**src/rtl/core/crg_pkg.sv**
```systemverilog
package crg_pkg;

  // One stored request: owning client and its request identifier.
  typedef struct packed {
    logic [7:0]  client;
    logic [31:0] request;
  } entry_t;

  // Command word broadcast to every cell of one list.
  typedef struct packed {
    logic append;
    logic pop;
    logic mark_one;
    logic mark_all;
    logic remove;
  } list_cmd_t;

  localparam int NUM_REGS    = 4;
  localparam int CAP_W       = 4;
  localparam int MAX_RESULTS = 32;
  localparam int RES_W       = 6;

  localparam logic [1:0] OP_ACQUIRE        = 2'd0;
  localparam logic [1:0] OP_RELEASE_ONE    = 2'd1;
  localparam logic [1:0] OP_RELEASE_CLIENT = 2'd2;
  localparam logic [1:0] OP_SHUTDOWN       = 2'd3;

endpackage

```
**src/rtl/core/crg_cell.sv**
```systemverilog
module crg_cell (
  input  logic               clk,
  input  logic               rst,
  input  crg_pkg::list_cmd_t cmd,
  input  logic               valid,
  input  logic               load,
  input  logic [7:0]         key_client,
  input  logic [31:0]        key_request,
  input  crg_pkg::entry_t    din,
  input  crg_pkg::entry_t    nb_entry,
  input  logic               nb_mark,
  input  logic               hit_in,
  input  logic               seen_in,
  output crg_pkg::entry_t    entry,
  output logic               mark,
  output logic               hit_out,
  output logic               seen_out
);

  logic match;
  logic shift;

  // A cell matches on client, and on request too unless all of a client goes.
  assign match = valid && (entry.client == key_client) &&
                 (cmd.mark_all || (entry.request == key_request));
  assign hit_out  = hit_in | match;
  assign seen_out = seen_in | mark;

  // On a pop every cell takes its upper neighbor; on a remove, cells at and above the lowest marked one do.
  assign shift = cmd.pop | (cmd.remove & (seen_in | mark));

  always_ff @(posedge clk) begin
    if (shift) begin
      entry <= nb_entry;
    end else if (load) begin
      entry <= din;
    end
  end

  always_ff @(posedge clk) begin
    if (rst) begin
      mark <= 1'b0;
    end else if (shift) begin
      mark <= nb_mark;
    end else if (cmd.mark_one) begin
      mark <= match & ~hit_in;
    end else if (cmd.mark_all) begin
      mark <= match;
    end
  end

endmodule

```
**src/rtl/core/crg_list.sv**
```systemverilog
module crg_list #(
  parameter int DEPTH = 8
) (
  input  logic                       clk,
  input  logic                       rst,
  input  crg_pkg::list_cmd_t         cmd,
  input  logic [7:0]                 key_client,
  input  logic [31:0]                key_request,
  input  crg_pkg::entry_t            din,
  output crg_pkg::entry_t            head,
  output logic [$clog2(DEPTH+1)-1:0] count,
  output logic                       any_mark,
  output logic                       hit
);

  localparam int CNTW = $clog2(DEPTH + 1);

  crg_pkg::entry_t ent [DEPTH];
  logic            mk  [DEPTH];
  logic            hit_c  [DEPTH+1];
  logic            seen_c [DEPTH+1];

  assign hit_c[0]  = 1'b0;
  assign seen_c[0] = 1'b0;

  // Row of cells; each hands its entry and mark down to the one below.
  for (genvar i = 0; i < DEPTH; i++) begin : g_cell
    crg_pkg::entry_t nb_e;
    logic            nb_m;
    if (i < DEPTH - 1) begin : g_mid
      assign nb_e = ent[i+1];
      assign nb_m = mk[i+1];
    end else begin : g_end
      assign nb_e = '0;
      assign nb_m = 1'b0;
    end
    crg_cell u_cell (
      .clk        (clk),
      .rst        (rst),
      .cmd        (cmd),
      .valid      (CNTW'(i) < count),
      .load       (cmd.append && (count == CNTW'(i))),
      .key_client (key_client),
      .key_request(key_request),
      .din        (din),
      .nb_entry   (nb_e),
      .nb_mark    (nb_m),
      .hit_in     (hit_c[i]),
      .seen_in    (seen_c[i]),
      .entry      (ent[i]),
      .mark       (mk[i]),
      .hit_out    (hit_c[i+1]),
      .seen_out   (seen_c[i+1])
    );
  end

  assign head     = ent[0];
  assign any_mark = seen_c[DEPTH];
  assign hit      = hit_c[DEPTH];

  // Fill count of the list.
  always_ff @(posedge clk) begin
    if (rst) begin
      count <= '0;
    end else if (cmd.append) begin
      count <= count + CNTW'(1);
    end else if (cmd.pop && (count != '0)) begin
      count <= count - CNTW'(1);
    end else if (cmd.remove && any_mark) begin
      count <= count - CNTW'(1);
    end
  end

endmodule

```
**config.mk**
```make
export PLATFORM = sky130hd
export DESIGN_NAME = crg_list
export DESIGN_NICKNAME = d
export VERILOG_FILES = /design/src/rtl/core/crg_pkg.sv /design/src/rtl/core/crg_cell.sv /design/src/rtl/core/crg_list.sv
export SDC_FILE = /design/constraint.sdc
export NUM_CORES = 1
export LEC_CHECK = 0
export BUFFER_PORTS_ARGS = -buffer_cell sky130_fd_sc_hd__buf_2
export CORE_ASPECT_RATIO = 0.7
export CORE_MARGIN = 8
export CORE_UTILIZATION = 65
export CTS_CLUSTER_DIAMETER = 30
export CTS_CLUSTER_SIZE = 10
export DETAILED_ROUTE_END_ITERATION = 10
export PLACE_DENSITY = 0.94
export SYNTH_ARGS = -nofsm -noshare
export SYNTH_HDL_FRONTEND = slang
export SYNTH_SLANG_ARGS = --single-unit
```
**constraint.sdc**
```tcl
create_clock -name clk -period 4.93 [get_ports clk]
set_input_delay 0.2465 -clock clk [delete_from_list [all_inputs] [get_ports clk]]
set_output_delay 0.2465 -clock clk [all_outputs]
set_load 0.005 [all_outputs]
```
==> out/metrics.csv, run 1 <==
metric;value;unit
outcome;finished, violations left;
violations;hold timing;
ios;133;
grt_remaining_overflow;0;
worst_pin_slew;1.26;ns
power.internal;6.78;mW
root_buffer_cell;clkbuf_16;
post_cts_hold_buffer_count;20;
row_count;50;
fin_worst_skew;0.0294;ns
worst_ep_arrival_time;3.68;ns
port-buffer-count;132;
max_cap_violations;0;
ys_dominant_reg_cell;edfxtp_1;
synthToLayoutAreaGrowth;16.8;%
dieArea;32800;um2
reg2reg_depth;8;
report.final.setup_viol;0;
tns;0;ns
cts.clk_slew.worst_paths;0.05;ns
syn-mean-instance-area;12.9;um2
yosys_register_bits;332;
critPathRequiredTime;4.68;ns
power_switching;2.87;mW
die_w;213;um
max_freq;0.255;GHz
end_kind;output port;
post-route-min-period;3.93;ns
finalNetCount;1592;
cts.sinks;332;
seq_area_frac_synth;53.4;%
holdPathEnd;g_cell[7].u_cell.entry[37]$_SDFFE_PP0P_;
synthDistinctLibCells;45;
routed_wirelength;59600;um
post_dp_cell_area;18600;um2
via_count_of_the_first_global_routing_pass;13000;
clock_tree.htree_level_count;2;
grt_setup_unrepaired;false;
p_comb_share;19.0;%
worstSetupStartpointType;flip-flop;
floorplan.core_area;26800;um2
final_util;77.2;%
yosys.area.top_type;edfxtp_1;
start_util;66.1;%
hp-class;in -> reg;
finish.instance_area;20700;um2
drv_slew;0;
syn_area;17700;um2
power.sequential.fraction;40.8;%
yosysTopAreaCellShare;47.5;%
worst_hold_path.num_cells;3;
drive_gt1_share;34.4;%
die_y;154;um
criticalPathCategory;reg -> out;
globalplace.congestion;1.08;
critical_path.reg2reg.startpoint;g_cell[0].u_cell.entry[18]$_DFFE_PP_;
drtIter0Drc;2449;
number_of_antenna_violating_nets_in_the_routed_design;0;
cts_tree;done;
vdd_ir_drop_max;0.000261;V
multi_input_comb_area;7930;um2
cts_post_setup_buffers_inserted;0;
postSynthCellCount;1376;
clkLatencyLatePin;0.59;ns
report.final.hold_viol_count;1;
grt_first_pass_wirelength;86500;um
static-leakage-power;7.31;nW
drt-vias-per-instance;6.94;
fin_total_pwr;9.65;mW
synth_top_cells_by_count;edfxtp_1, mux2_2, xnor2_1, nand2_1, clkbuf_1;
timing.reg2reg.setup_slack;1.59;ns
syn_nets;1467;
hp-start;din[37];
r2r_end;g_cell[4].u_cell.mark$_SDFFE_PP0P_;
route.detailed.drc;0;
fill_cells;1485;
p_sw_share;29.7;%
number_of_enable_type_register_cells_in_the_synthesized_netlist;280;
timing.critical_path.fanout_max;5;
share_clk_of_total_power;40.2;%
maximum_number_of_buffers_from_clock_root_to_sink;3;
dp_wirelength;40000;um
timing.slew.headroom;15.4;%
regArea;9450;um2
post_cts.resized_instances;0;
yosys.cell_count.top_type;edfxtp_1;
grt_util_all_layers;35.6;%
via_count;13300;
pin_count_of_the_biggest_net_entering_global_routing;44;
post_synth_main_area_contributors;edfxtp_1, mux2_2, xnor2_1;
worst_hold_slack;-0.00245;ns
p_per_area;467;nW/um2
first_pass_drt_iterations;6;
numCtsBuffers;54;
antenna_found_initial;6;
synth-async-reset-ratio;0;%
wl_per_cell;31.2;um
timing.final.crit_share;79.6;%
synth_warnings;0;
## how the worst max path moves through the flow
| stage | start | slack, ns | end | cells after the start |
|---|---|---|---|---|
| after floorplan | g_cell[3].u_cell.mark$_SDFFE_PP0P_ | 1.82 | g_cell[6].u_cell.entry[0]$_DFFE_PP_ | 6 |
| after global placement | g_cell[3].u_cell.mark$_SDFFE_PP0P_ | 1.78 | g_cell[7].u_cell.mark$_SDFFE_PP0P_ | 7 |
| after detailed placement | g_cell[3].u_cell.mark$_SDFFE_PP0P_ | 1.76 | g_cell[7].u_cell.mark$_SDFFE_PP0P_ | 7 |
| after CTS | g_cell[0].u_cell.entry[23]$_DFFE_PP_ | 1.18 | hit | 9 |
| after global routing | g_cell[0].u_cell.entry[23]$_DFFE_PP_ | 0.90 | hit | 9 |
| final | g_cell[0].u_cell.entry[18]$_DFFE_PP_ | 1.00 | hit | 9 |
## state kept, by name (all words and copies together), names as in the netlist
register and count:
g_cell.u_cell.entry 320, g_cell.u_cell.mark 8, count 4
## cell usage in the layout, fill, tap and decap left out, types with 5 or more instances in the layout
master and n:
a21oi_1 51, xor2_1 77, clkbuf_16 55, clkinv_2 14
bufinv_16 7, dfxtp_1 52, edfxtp_1 280, buf_4 11
inv_1 5, buf_2 132, clkbuf_1 7, dlygate4sd3_1 20
nor2_1 14, xnor2_1 247, nand4_1 61, nand2_1 89
mux2_2 277, nand3_1 13, mux2i_1 7, clkinvlp_4 8
o21ai_0 8, nor3_1 6, nor4_1 34, nand2_2 5
## power groups by stage
stage	Clock [mW]	Sequential (mW)	Combinational [mW]
after floorplan	0	3.86	1.07
after global placement	0	3.92	1.65
after detailed placement	0	3.96	1.69
after CTS	3.84	3.92	1.74
after global routing	3.98	3.96	1.87
final	3.88	3.94	1.83
## critical path: stages (launching register included)
cell	delay (ns)
edfxtp_1	0.41
xnor2_1	0.65
nand4_1	0.23
nor4_1	0.60
a21oi_1	0.20
nor3_1	0.42
nor3_1	0.19
nand3b_1	0.14
nand2b_1	0.13
buf_2	0.13
## final cells by class
| cell class | instances | share of cell area, % |
|---|---|---|
| Clock inverter | 38 | 2.05 |
| Multi-Input combinational cell | 945 | 38.4 |
| Clock buffer | 64 | 6.92 |
| Antenna cell | 2 | 0.0242 |
| Tap cell | 364 | 2.20 |
| Timing Repair Buffer | 163 | 4.57 |
| Sequential cell | 332 | 45.7 |
| Inverter | 5 | 0.0908 |
## metrics by stage
step           std cells  worst slack [ns]
6_report            1913              1.00
5_1_grt             1913             0.898
4_1_cts             1911              1.18
3_5_place_dp        1789              1.76
3_3_place_gp        1789              1.78
2_1_floorplan       1376              1.82
## cells by family after synthesis
group           after synthesis  share of synthesized area, %
fa+ha+maj                     4                         0.283
buf+inv                      99                          2.15
simple gates                248                          7.22
compound gates               81                          2.60
flops                       332                          53.4
xor+xnor                    324                          16.0
mux                         288                          18.3
## routing by layer
layer	track usage (%)	wire (um)
met5	0	46
met3	15.4	11200
met2	50.2	24700
met1	47.8	20900
met4	13.8	2810
Note: power is estimated with default switching activity, not from simulation.
==> run 2, diff against run 1 <==
--- a/config.mk
+++ b/config.mk
@@ -8,11 +8,11 @@
 export BUFFER_PORTS_ARGS = -buffer_cell sky130_fd_sc_hd__buf_2
 export CORE_ASPECT_RATIO = 0.7
 export CORE_MARGIN = 8
-export CORE_UTILIZATION = 65
+export CORE_UTILIZATION = 55
 export CTS_CLUSTER_DIAMETER = 30
 export CTS_CLUSTER_SIZE = 10
 export DETAILED_ROUTE_END_ITERATION = 10
-export PLACE_DENSITY = 0.94
+export PLACE_DENSITY = 0.86
 export SYNTH_ARGS = -nofsm -noshare
 export SYNTH_HDL_FRONTEND = slang
 export SYNTH_SLANG_ARGS = --single-unit
==> constraint.sdc (replaced) <==
create_clock -name clk -period 3.5 [get_ports clk]
set_input_delay 0.175 -clock clk [delete_from_list [all_inputs] [get_ports clk]]
set_output_delay 0.175 -clock clk [all_outputs]
set_load 0.005 [all_outputs]
==> run 2 against run 1 <==
Against the previous run:
- the flow now finishes without violations
- largest power group is now clock
- sequential cell count stayed put
- die area is 16% higher
- sequential power is 40% higher
- non-clock buffer count is 35 higher
- final area is 2.9% higher
==> out/metrics.csv, run 2 (same netlist as run 1, synthesis figures left out) <==
metric;value;unit
drive_gt1_share;34.4;%
clkLatencyLatePin;0.58;ns
setup_slack;0.102;ns
finalNetCount;1631;
report.final.hold_viol_count;0;
worst_ep_arrival_time;3.22;ns
floorplan.core_area;32000;um2
finish.instance_area;21300;um2
synthToLayoutAreaGrowth;20.2;%
row_count;55;
grt_use_met2;42.1;%
via_count;12800;
dieArea;38200;um2
timing.slew.headroom;34.4;%
ios;133;
p_per_area;650;nW/um2
die_w;230;um
number_of_antenna_violating_nets_in_the_routed_design;0;
met3_resource_use_gr;9.10;%
layoutNonFillerInstCount;2017;
critPathBufInv;1;
crit_path_max_incr_delay;0.74;ns
die_y;166;um
dp_wirelength;39900;um
critPathRequiredTime;3.32;ns
cts.clk_slew.worst_paths;0.05;ns
post_dp_cell_area;18800;um2
critical_path.reg2reg.startpoint;g_cell[3].u_cell.mark$_SDFFE_PP0P_;
worst_pin_slew;0.985;ns
grt.met1_usage;41.2;%
port-buffer-count;132;
crit_chain;xnor2_1, nand4_1, nor4_1, nand3_1, o211ai_1, nor3_1, nand3b_1, nand2b_1, buf_2;
max_freq;0.294;GHz
grt_busiest_layer;met2;
pin_count_of_the_biggest_net_entering_global_routing;43;
vdd_ir_drop_max;0.000419;V
largest_register_ff_count;320;
worst_hold_path.num_cells;4;
post-route-min-period;3.40;ns
biggestRegsByFlops;g_cell.u_cell.entry: 320 flops, g_cell.u_cell.mark: 8 flops, count: 4 flops;
globalplace.congestion;1.02;
timing.reg2reg.setup_slack;0.68;ns
max_cap_violations;0;
start_util;55.3;%
family_of_cells_with_the_greatest_summed_delay_on_the_critical_path;simple AND/OR/NAND/NOR gates;
first_pass_drt_iterations;8;
hp-start;cmd[4];
commonest_non_fill_non_tap_cells_in_the_layout;edfxtp_1, mux2_2, xnor2_1, buf_2, nand2_1;
grt_setup_unrepaired;false;
drv_slew;0;
static-leakage-power;7.55;nW
numCtsBuffers;58;
reg2reg_depth;6;
report.final.setup_viol;0;
holdPathEnd;count[1]$_SDFFE_PP0P_;
hp-class;in -> reg;
root_buffer_cell;clkbuf_16;
fill_cells;2192;
cts.sinks;332;
pre_cts_slack;0.564;ns
crit_path_top_delay_cell;nor4_1;
criticalPathCategory;reg -> out;
outcome;complete, no violations;
leading_cell_type_in_the_layout_fill_and_taps_excluded;edfxtp_1;
drt-vias-per-instance;6.35;
r2r_end;g_cell[6].u_cell.entry[16]$_DFFE_PP_;
clock_tree.htree_level_count;2;
worstSetupStartpointType;flip-flop;
grt_util_all_layers;29.2;%
fin_worst_skew;0.0206;ns
maximum_number_of_buffers_from_clock_root_to_sink;3;
antenna_found_initial;1;
tns;0;ns
grt_first_pass_wirelength;84400;um
timing.final.crit_share;97.1;%
end_kind;output port;
routed_wirelength;57200;um
via_count_of_the_first_global_routing_pass;12800;
wl_per_cell;28.4;um
cts_tree;done;
grt_remaining_overflow;0;
place_inst;1865;
top_register_by_number_of_flip_flops;g_cell.u_cell.entry;
route.detailed.drc;0;
worst_hold_slack;0.118;ns
drtIter0Drc;2021;
timing.critical_path.fanout_max;4;
==> run 2: changes by cell type in the layout (fill, tap and decap cells not counted), sizes merged <==
cell,change
clkinvlp,-1
clkinv,-5
dlygate4sd3,+22
diode,-1
inv,-1
buf,+13
clkbuf,+14
==> run 2: how the worst max path moves through the flow <==
stage / startpoint / end / slack [ns] / cells past startpoint
3_5_place_dp: g_cell[0].u_cell.entry[5]$_DFFE_PP_ / hit / 0.56 / 9
4_1_cts: g_cell[0].u_cell.entry[5]$_DFFE_PP_ / hit / 0.15 / 9
5_1_grt: count[0]$_SDFFE_PP0P_ / hit / 0.05 / 10
6_report: g_cell[2].u_cell.entry[6]$_DFFE_PP_ / hit / 0.10 / 9
3_3_place_gp: g_cell[0].u_cell.entry[5]$_DFFE_PP_ / hit / 0.66 / 9
2_1_floorplan: g_cell[3].u_cell.mark$_SDFFE_PP0P_ / g_cell[6].u_cell.entry[0]$_DFFE_PP_ / 0.39 / 6
==> run 2: through the flow <==
step | utilization (%) | total power [mW]
final | 66.4 | 13.8
after global routing | 66.4 | 14.1
after CTS | 66.4 | 13.7
after detailed placement | 58.8 | 7.96
after global placement | 58.8 | 7.87
after floorplan | - | 6.94
==> run 2: tightest hold or removal path, delay by kind of cell <==
family | cells | cell delay [ns]
buffers and inverters | 1 | 0.17
xor gates and xnor gates | 1 | 0.17
and+or+nand+nor | 1 | 0.08
AOI/OAI and AO/OA | 1 | 0.06
==> run 2: layer usage <==
metal | share of wire (%) | wire length (um) | up-vias
li1 | - | - | 5354
met1 | 40 | 22900 | 6320
met2 | 43 | 24300 | 988
met3 | 14 | 7940 | 150
met4 | 3.6 | 2060 | 0
met5 | 0 | 0 | -
==> run 2: area by class of cell <==
type	instances	area (um2)	area share [%]
repair buffers	198	1310	6.17
clock buffers	78	1640	7.71
diodes	1	2.50	0.0118
clock inverters	31	360	1.69
inverters	5	18.8	0.0883
flip-flops and latches	332	9450	44.4
well taps	427	534	2.51
multi-input cells	945	7950	37.4
==> run 2: report_power, final <==
| group | internal [mW] | switching [mW] |
|---|---|---|
| logic | 1.08 | 1.48 |
| clock network | 3.79 | 1.97 |
| registers | 5.06 | 0.446 |
| total | 9.93 | 3.89 |
==> run 2: what timing repair did <==
| item | in CTS | in global routing |
|---|---|---|
| cloned | 0 | 0 |
| gates resized for setup | 1 | 1 |
| endpoints found under the setup margin | 1 | 1 |
| hold buffers | 42 | 0 |
| buffers inserted | 0 | 0 |
| endpoints found under the hold margin | 49 | 0 |
==> run 3, diff against run 2 <==
--- a/config.mk
+++ b/config.mk
@@ -8,11 +8,12 @@
 export BUFFER_PORTS_ARGS = -buffer_cell sky130_fd_sc_hd__buf_2
 export CORE_ASPECT_RATIO = 0.7
 export CORE_MARGIN = 8
-export CORE_UTILIZATION = 55
+export CORE_UTILIZATION = 61
 export CTS_CLUSTER_DIAMETER = 30
 export CTS_CLUSTER_SIZE = 10
 export DETAILED_ROUTE_END_ITERATION = 10
-export PLACE_DENSITY = 0.86
+export PLACE_DENSITY = 0.9
+export REMOVE_ABC_BUFFERS = 1
 export SYNTH_ARGS = -nofsm -noshare
 export SYNTH_HDL_FRONTEND = slang
 export SYNTH_SLANG_ARGS = --single-unit
==> constraint.sdc (replaced) <==
create_clock -name clk -period 3.3 [get_ports clk]
set_input_delay 0.165 -clock clk [delete_from_list [all_inputs] [get_ports clk]]
set_output_delay 0.165 -clock clk [all_outputs]
set_load 0.005 [all_outputs]
==> run 3 against run 2 <==
Against the previous run:
- the run now ends with setup timing left
- utilization increased by 7.2 points
- wire length increased by 4.4%
- die area decreased by 9.0%
- largest cell class unchanged
==> out/metrics.csv, run 3 (same netlist as run 1, synthesis figures left out) <==
metric;value;unit
number_of_antenna_violating_nets_in_the_routed_design;0;
numCtsBuffers;52;
p_per_area;679;nW/um2
floorplan.core_area;28700;um2
clock_tree.htree_level_count;2;
crit_chain;xnor2_1, nand4_1, nor4_1, nand3_1, o211ai_1, nor3_2, nand3b_1, nand2b_1, buf_2;
top_register_by_number_of_flip_flops;g_cell.u_cell.entry;
drtIter0Drc;2499;
maximum_number_of_buffers_from_clock_root_to_sink;3;
dieArea;34800;um2
drive_gt1_share;35.2;%
r2r_end;g_cell[3].u_cell.mark$_SDFFE_PP0P_;
worstSetupStartpointType;flip-flop;
wl_met1;20800;um
clkLatencyLatePin;0.56;ns
max_cap_violations;0;
criticalPathCategory;reg -> out;
commonest_non_fill_non_tap_cells_in_the_layout;edfxtp_1, mux2_2, xnor2_1, buf_2, nand2_1;
dp_wirelength;36800;um
post-route-min-period;3.36;ns
report.final.setup_viol;1;
power.sequential.fraction;40.9;%
globalplace.congestion;1.01;
post_dp_cell_area;18800;um2
die_w;220;um
outcome;finished, violations left;
grt_remaining_overflow;0;
p_sw_share;29.1;%
pre_cts_slack;0.00791;ns
worst_pin_slew;1.14;ns
timing.final.crit_share;102;%
hp-start;cmd[2];
timing.critical_path.fanout_max;4;
p_comb_share;19.4;%
via_count;13400;
ios;133;
cts_tree;done;
biggestRegsByFlops;g_cell.u_cell.entry: 320 flops, g_cell.u_cell.mark: 8 flops, count: 4 flops;
start_util;61.6;%
port-buffer-count;132;
max_freq;0.298;GHz
drt-vias-per-instance;6.86;
fin_total_pwr;14.3;mW
end_kind;output port;
antenna_found_initial;7;
vdd_ir_drop_max;0.000391;V
wl_per_cell;30.6;um
largest_register_ff_count;320;
finish.instance_area;21100;um2
critical_path.reg2reg.startpoint;g_cell[3].u_cell.entry[4]$_DFFE_PP_;
violations;setup timing;
cts.clk_slew.worst_paths;0.06;ns
power.internal;10.2;mW
static-leakage-power;7.51;nW
crit_path_max_incr_delay;0.60;ns
crit_path_top_delay_cell;nor4_1;
tns;-0.0600;ns
share_clk_of_total_power;39.7;%
grt_util_all_layers;32.6;%
leading_cell_type_in_the_layout_fill_and_taps_excluded;edfxtp_1;
grt_first_pass_wirelength;84200;um
report.final.hold_viol_count;0;
routed_wirelength;59800;um
pin_count_of_the_biggest_net_entering_global_routing;44;
reg2reg_depth;7;
met3_wirelength;10100;um
row_count;52;
met2WireLength;25600;um
drv_slew;0;
dr.max_layer_used;met5;
critPathRequiredTime;3.13;ns
fill_cells;1641;
setup_slack;-0.0600;ns
power_switching;4.17;mW
route.detailed.drc;0;
die_y;158;um
timing.slew.headroom;23.7;%
fin_worst_skew;0.0258;ns
final_util;73.6;%
worst_ep_arrival_time;3.19;ns
via_count_of_the_first_global_routing_pass;13000;
holdPathEnd;g_cell[5].u_cell.mark$_SDFFE_PP0P_;
synthToLayoutAreaGrowth;19.4;%
finalNetCount;1624;
cts.sinks;332;
first_pass_drt_iterations;8;
worst_hold_path.num_cells;2;
timing.reg2reg.setup_slack;0.26;ns
root_buffer_cell;clkbuf_16;
hp-class;in -> reg;
run 3: worst max-delay path by stage:
stage / start / to / cells past startpoint
after floorplan: g_cell[3].u_cell.mark$_SDFFE_PP0P_ / g_cell[3].u_cell.entry[0]$_DFFE_PP_ / 3
after global placement: g_cell[0].u_cell.entry[24]$_DFFE_PP_ / hit / 9
after detailed placement: g_cell[0].u_cell.entry[24]$_DFFE_PP_ / hit / 9
after CTS: g_cell[0].u_cell.entry[5]$_DFFE_PP_ / hit / 9
after global routing: g_cell[3].u_cell.entry[4]$_DFFE_PP_ / hit / 9
final: g_cell[2].u_cell.entry[8]$_DFFE_PP_ / hit / 9
run 3: power by group through the flow:
| stage | registers (mW) | logic (mW) | clock network (mW) |
|---|---|---|---|
| 2_1_floorplan | 5.78 | 1.49 | 0 |
| 3_3_place_gp | 5.84 | 2.45 | 0 |
| 3_5_place_dp | 5.88 | 2.50 | 0 |
| 4_1_cts | 5.82 | 2.62 | 5.64 |
| 5_1_grt | 5.91 | 2.84 | 5.83 |
| 6_report | 5.87 | 2.78 | 5.69 |
run 3: per-stage QoR:
step	hold WS (ns)	instances
after detailed placement	0.474	1815
final	0.0373	1955
after CTS	0.00715	1951
after global placement	0.465	1815
after global routing	0.0404	1955
after floorplan	0.234	1282
run 3: cell type report:
cell class              count  area, um2  area share [%]
diodes                      3       7.51          0.0355
clock inverters            27        345            1.63
well taps                 378        473            2.24
clock buffers              68       1440            6.83
multi-input cells         945       8060            38.2
inverters                   5       18.8          0.0888
repair buffers            197       1330            6.28
flip-flops and latches    332       9450            44.7
run 3: timing repair:
item,CTS,global route
resized for setup,12,11
setup endpoints to repair,1,1
endpoints found under the hold margin,49,0
hold buffers,41,0
buffers inserted,0,1
pin swaps,0,3
run 3: routing by layer:
layer | global-route usage, % | vias to the layer above
li1 | - | 5344
met1 | 43.4 | 6458
met2 | 48.1 | 1323
met3 | 11.7 | 286
met4 | 12.6 | 8
met5 | 0 | -
run 3: worst max-delay path, delay by kind of cell, from the launching register on:
| family | cells | cell delay [ns] |
|---|---|---|
| AOI/OAI and AO/OA | 1 | 0.18 |
| xor gates and xnor gates | 1 | 0.38 |
| buffers and inverters | 1 | 0.12 |
| DFF | 1 | 0.49 |
| and+or+nand+nor | 6 | 1.46 |
